==> config.mk <==
export PLATFORM = sky130hd
export DESIGN_NAME = tdfm_match
export DESIGN_NICKNAME = d
export VERILOG_FILES = /design/src/rtl/tdfm_pkg.sv /design/src/rtl/tdfm_match.sv
export SDC_FILE = /design/constraint.sdc
export NUM_CORES = 1
export LEC_CHECK = 0
export BUFFER_PORTS_ARGS = -buffer_cell sky130_fd_sc_hd__buf_2
export CAP_MARGIN = 20
export CORE_AREA = 2 2 201 203
export DETAILED_ROUTE_END_ITERATION = 12
export DIE_AREA = 0 0 203 205
export PLACE_DENSITY = 0.7
export SLEW_MARGIN = 10
export SYNTH_ARGS = -nofsm -noshare
export SYNTH_HDL_FRONTEND = slang
export SYNTH_SLANG_ARGS = --single-unit
==> constraint.sdc <==
create_clock -name vclk -period 2.7
set_clock_uncertainty 0.05 [all_clocks]
set_input_delay 0.405 -clock vclk [all_inputs]
set_output_delay 0.405 -clock vclk [all_outputs]
set_load 0.1 [all_outputs]
==> src/rtl/tdfm_pkg.sv <==
// Shared types, constants and a row helper for the tile dedup block.
package tdfm_pkg;

    localparam int MAX_TILES = 256;
    localparam int IDX_W     = (MAX_TILES > 1) ? $clog2(MAX_TILES) : 1;
    localparam int CNT_W     = 12;
    localparam int ENTRY_W   = 11;
    localparam int ROW_W     = 32;
    localparam int ROWS      = 8;
    localparam int NIB       = 4;
    localparam logic [2:0] ROW_LAST = 3'd7;

    typedef logic [ROWS-1:0][ROW_W-1:0] t_tile;

    typedef struct packed {
        logic m_plain;
        logic m_v;
        logic m_vh;
        logic m_h;
    } t_hit;

    typedef struct packed {
        logic [ENTRY_W-1:0] entry_index;
        logic               vflip;
        logic               hflip;
        logic               is_new;
        logic               table_full;
        logic [CNT_W-1:0]   tile_count;
    } t_res;

    typedef enum logic [2:0] {
        S_IDLE   = 3'b001,
        S_SEARCH = 3'b010,
        S_DONE   = 3'b100
    } t_state;

    function automatic logic [ROW_W-1:0] mirror_row(input logic [ROW_W-1:0] r);
        logic [ROW_W-1:0] o;
        for (int k = 0; k < ROW_W / NIB; k++) begin
            o[k*NIB +: NIB] = r[ROW_W - NIB - k*NIB +: NIB];
        end
        return o;
    endfunction

endpackage

==> src/rtl/tdfm_match.sv <==
// Four-way flip compare of one stored tile against the buffered tile.
module tdfm_match (
    input  tdfm_pkg::t_tile i_entry,
    input  tdfm_pkg::t_tile i_tile,
    output tdfm_pkg::t_hit  o_hit
);
    import tdfm_pkg::*;

    logic [ROWS-1:0] eq_plain, eq_v, eq_vh, eq_h;

    always_comb begin
        for (int r = 0; r < ROWS; r++) begin
            eq_plain[r] = (i_entry[r] == i_tile[r]);
            eq_v[r]     = (i_entry[ROWS-1-r] == i_tile[r]);
            eq_vh[r]    = (mirror_row(i_entry[ROWS-1-r]) == i_tile[r]);
            eq_h[r]     = (mirror_row(i_entry[r]) == i_tile[r]);
        end
        o_hit.m_plain = &eq_plain;
        o_hit.m_v     = &eq_v;
        o_hit.m_vh    = &eq_vh;
        o_hit.m_h     = &eq_h;
    end

endmodule

---- Word-level counts from Yosys, hierarchy flattened ----
Cells that the tools add are included.
W data, S select, Z words.
word-level totals
  latch bits .............................. 0
  flip-flop bits (word level) ............. 0
  memories ................................ 0
  input port bits ......................... 512
  memory bits (read-only) ................. 0
  RAM bits ................................ 0
  output and inout port bits .............. 4
  logic and storage cells ................. 36
operators by class
  multipliers ............................. 0
  equal/unequal tests ..................... 32
  multiplexer cells ....................... 0
  bitwise logic cells ..................... 0
  order comparisons ....................... 0
  $add $sub $neg .......................... 0
  div/mod/pow operators ................... 0
  shift operators ......................... 0
  reductions and logical operators ........ 4
operators with widths
  operator           count
  $eq A32 B32 Y1     32
  $reduce_and A8 Y1  4

---- Longest topological paths before layout ----
  word-level depth ........................ 2
  gate-level depth with buffers ........... 6
  mapped depth without buffers ............ 5

---- Worst setup path before layout ----
Ideal clock, no wire load.
  kind .................................... in2out
  start ................................... input i_entry[227] (netlist name)
  end ..................................... output o_hit[2] (netlist name)
  stages on the path ...................... 6
  setup slack ............................. -0.729 ns
  path buffers ............................ 1
  data required time ...................... 2.245 ns
  arrival ................................. 2.974 ns
  cell sequence ........................... clkbuf_1 > xnor2_1 > nand4_1 > nor4_1 > nand4_1 > nor4_2
RTL lines
  item                RTL line         RTL
  start: declaration  tdfm_match.sv:3  input tdfm_pkg::t_tile i_entry,
  end: declaration    tdfm_match.sv:5  output tdfm_pkg::t_hit o_hit

==> results.ini <==
[outcome]
outcome = complete, but fails checks
violations = negative setup slack

[sta]
finalSetupTns_ps = -1100
hold_viol = 0
setup_slack_ps = -357
slew_headroom_pct = 68.5
worst_slew_pin_slew_ps = 470
period_share_pct = 113
layout_min_cycle_time_ps = 3060
setup_violations = 4
fmax_mhz = 327
slew_viol_final = 0
rsz0062_at_grt = yes

[power]
irDropWorstVdd_mv = 0.130
cellLeakagePower_nw = 9.20
power_mw = 5.25
power_density_nw_per_um2 = 232

[global_routing]
grt-ovfl-total = 0
track_usage_pct = 52.2
grt_pass1_wl_um = 146000
grt_pass1_vias = 17700
antenna_found_initial = 8
grt_max_degree = 5

[route]
vias_per_cell = 5.62
met1_length_um = 41800
drcViolationCount = 0
vias = 17900
wl_per_cell_um = 35.2
top_layer = met5
wl_met2_um = 47300
antenna_left = 0
wl_met3_um = 13000
firstDrtPassIters = 6
initialDrtViolationCount = 2546
drt-total-wl_um = 113000

[yosys]
synth_top_area_cell = xnor2_1
yosysUniqueCellTypes = 11
yosysSeqAreaShare_pct = 0
syn_area_per_cell_um2 = 7.41
synth_area_um2 = 13900
synth_area_leaders = xnor2_1 (64%), nand4_1 (12%), buf_2 (6.8%), buf_6 (5.9%), clkbuf_1 (5.9%)
synth_cells = 1876
post-synth-top-count-cell = xnor2_1
yosysWarningCount = 0
synth_commonest_cells = xnor2_1 (1020), nand4_1 (272), clkbuf_1 (219)
synth_fp_nets = 2388
synth_top_area_share_pct = 64.2

[critical_path]
path_delay_family = simple AND/OR/NAND/NOR gates
cp.depth = 9
critPathSlowestCell = nor4_2
end_kind = primary output
cpMostUsedCell = nand4_1
cp_data_required_time_ps = 2250
max_stage_delay_ps = 420
start_kind = input port
path_class = in -> out
crit_path_max_fanout = 3
crit_path_cell_trace = buf_8 -> buf_6 -> xnor2_2 -> nand4_1 -> nor4_2 -> buf_4 -> nand4_1 -> nor4_4 -> buf_12
arrival_ps = 2600
critPathBufInv = 4

[cells_and_area]
flops_and_latches = 0
clock_buffers = 0
stdcell_count = 3193
area_growth_pct = 62.3
final_area_um2 = 22600
drive_gt1_share_pct = 54.6
layout.nets = 3175
seq_area_um2 = 0
final_core_util_pct = 57.3

[floorplan]
fp.dieW_um = 203
row_count = 73
io_pins = 516
dieHeight_um = 205
dieArea_um2 = 41600
coreArea_um2 = 39400
initial_core_util_pct = 35.3

[hold_path]
worstHoldEndpoint = o_hit[1]
hp-start = i_tile[59]
hold_depth = 7
hold_class = in -> out

[placement]
placed_cells = 3187
dp_hpwl_um = 101000
io_buffers = 516
placed_cell_area_um2 = 21000
place.gp.congestion = 1.12

[flow_run]
drv_cap = 0

==> layout by cell type (no fill, tap or decap), drive strengths merged <==
master	n
clkbuf	3
nor4	68
buf	1294
nand4	272
xnor2	1024
diode	7
==> worst min-delay path, cell delays in order <==
cell and delay, ps:
buf_2 100, xnor2_1 70, nand4_1 110, nor4_2 80, nand4_1 160, nor4_4 80, buf_12 160
==> metal layers <==
layer | up-vias | GRT usage, %
met5 | - | 0
met3 | 403 | 13.1
met4 | 6 | 38.2
met1 | 8590 | 63.3
li1 | 7421 | -
met2 | 1526 | 80.1
==> layout make-up <==
type	instances	area [um2]
tap	525	657
multi-input combinational	1364	12600
timing repair buffer	1297	9310
antenna	7	17.5
fill	3689	16800
==> cell families (layout without fill, tap and decap cells) <==
kind of cell	Yosys count	after routing	synth area share [%]
xor+xnor	1024	1024	64.7
other cells	0	7	0
simple gates	340	340	15.7
buf+inv	512	1297	19.6
==> repair_timing <==
item	in CTS	in global routing
pin swaps	94	22
setup endpoints to repair	4	4
setup buffers	5	0
hold buffers	0	0
resized for setup	224	35
==> per-stage QoR <==
| step | hold slack (ps) | setup slack (ps) |
|---|---|---|
| after floorplan | 1240 | -82.3 |
| after global placement | 1480 | -758 |
| after detailed placement | 1490 | -759 |
| after CTS | 1520 | -271 |
| after global routing | 1550 | -325 |
| final | 1530 | -357 |
==> worst max-delay path by stage <==
stage,start,endpoint
2_1_floorplan,i_tile[103],o_hit[2]
3_3_place_gp,i_tile[23],o_hit[0]
3_5_place_dp,i_tile[23],o_hit[0]
4_1_cts,i_tile[23],o_hit[0]
5_1_grt,i_tile[9],o_hit[0]
6_report,i_entry[160],o_hit[1]
==> power breakdown <==
group           total [mW]  switching [mW]  internal [mW]
sequential               0               0              0
combinational         5.25            2.78           2.46
clock          0.000000366               0    0.000000366
total                 5.25            2.78           2.46
Power figures use the tool's default switching activity.
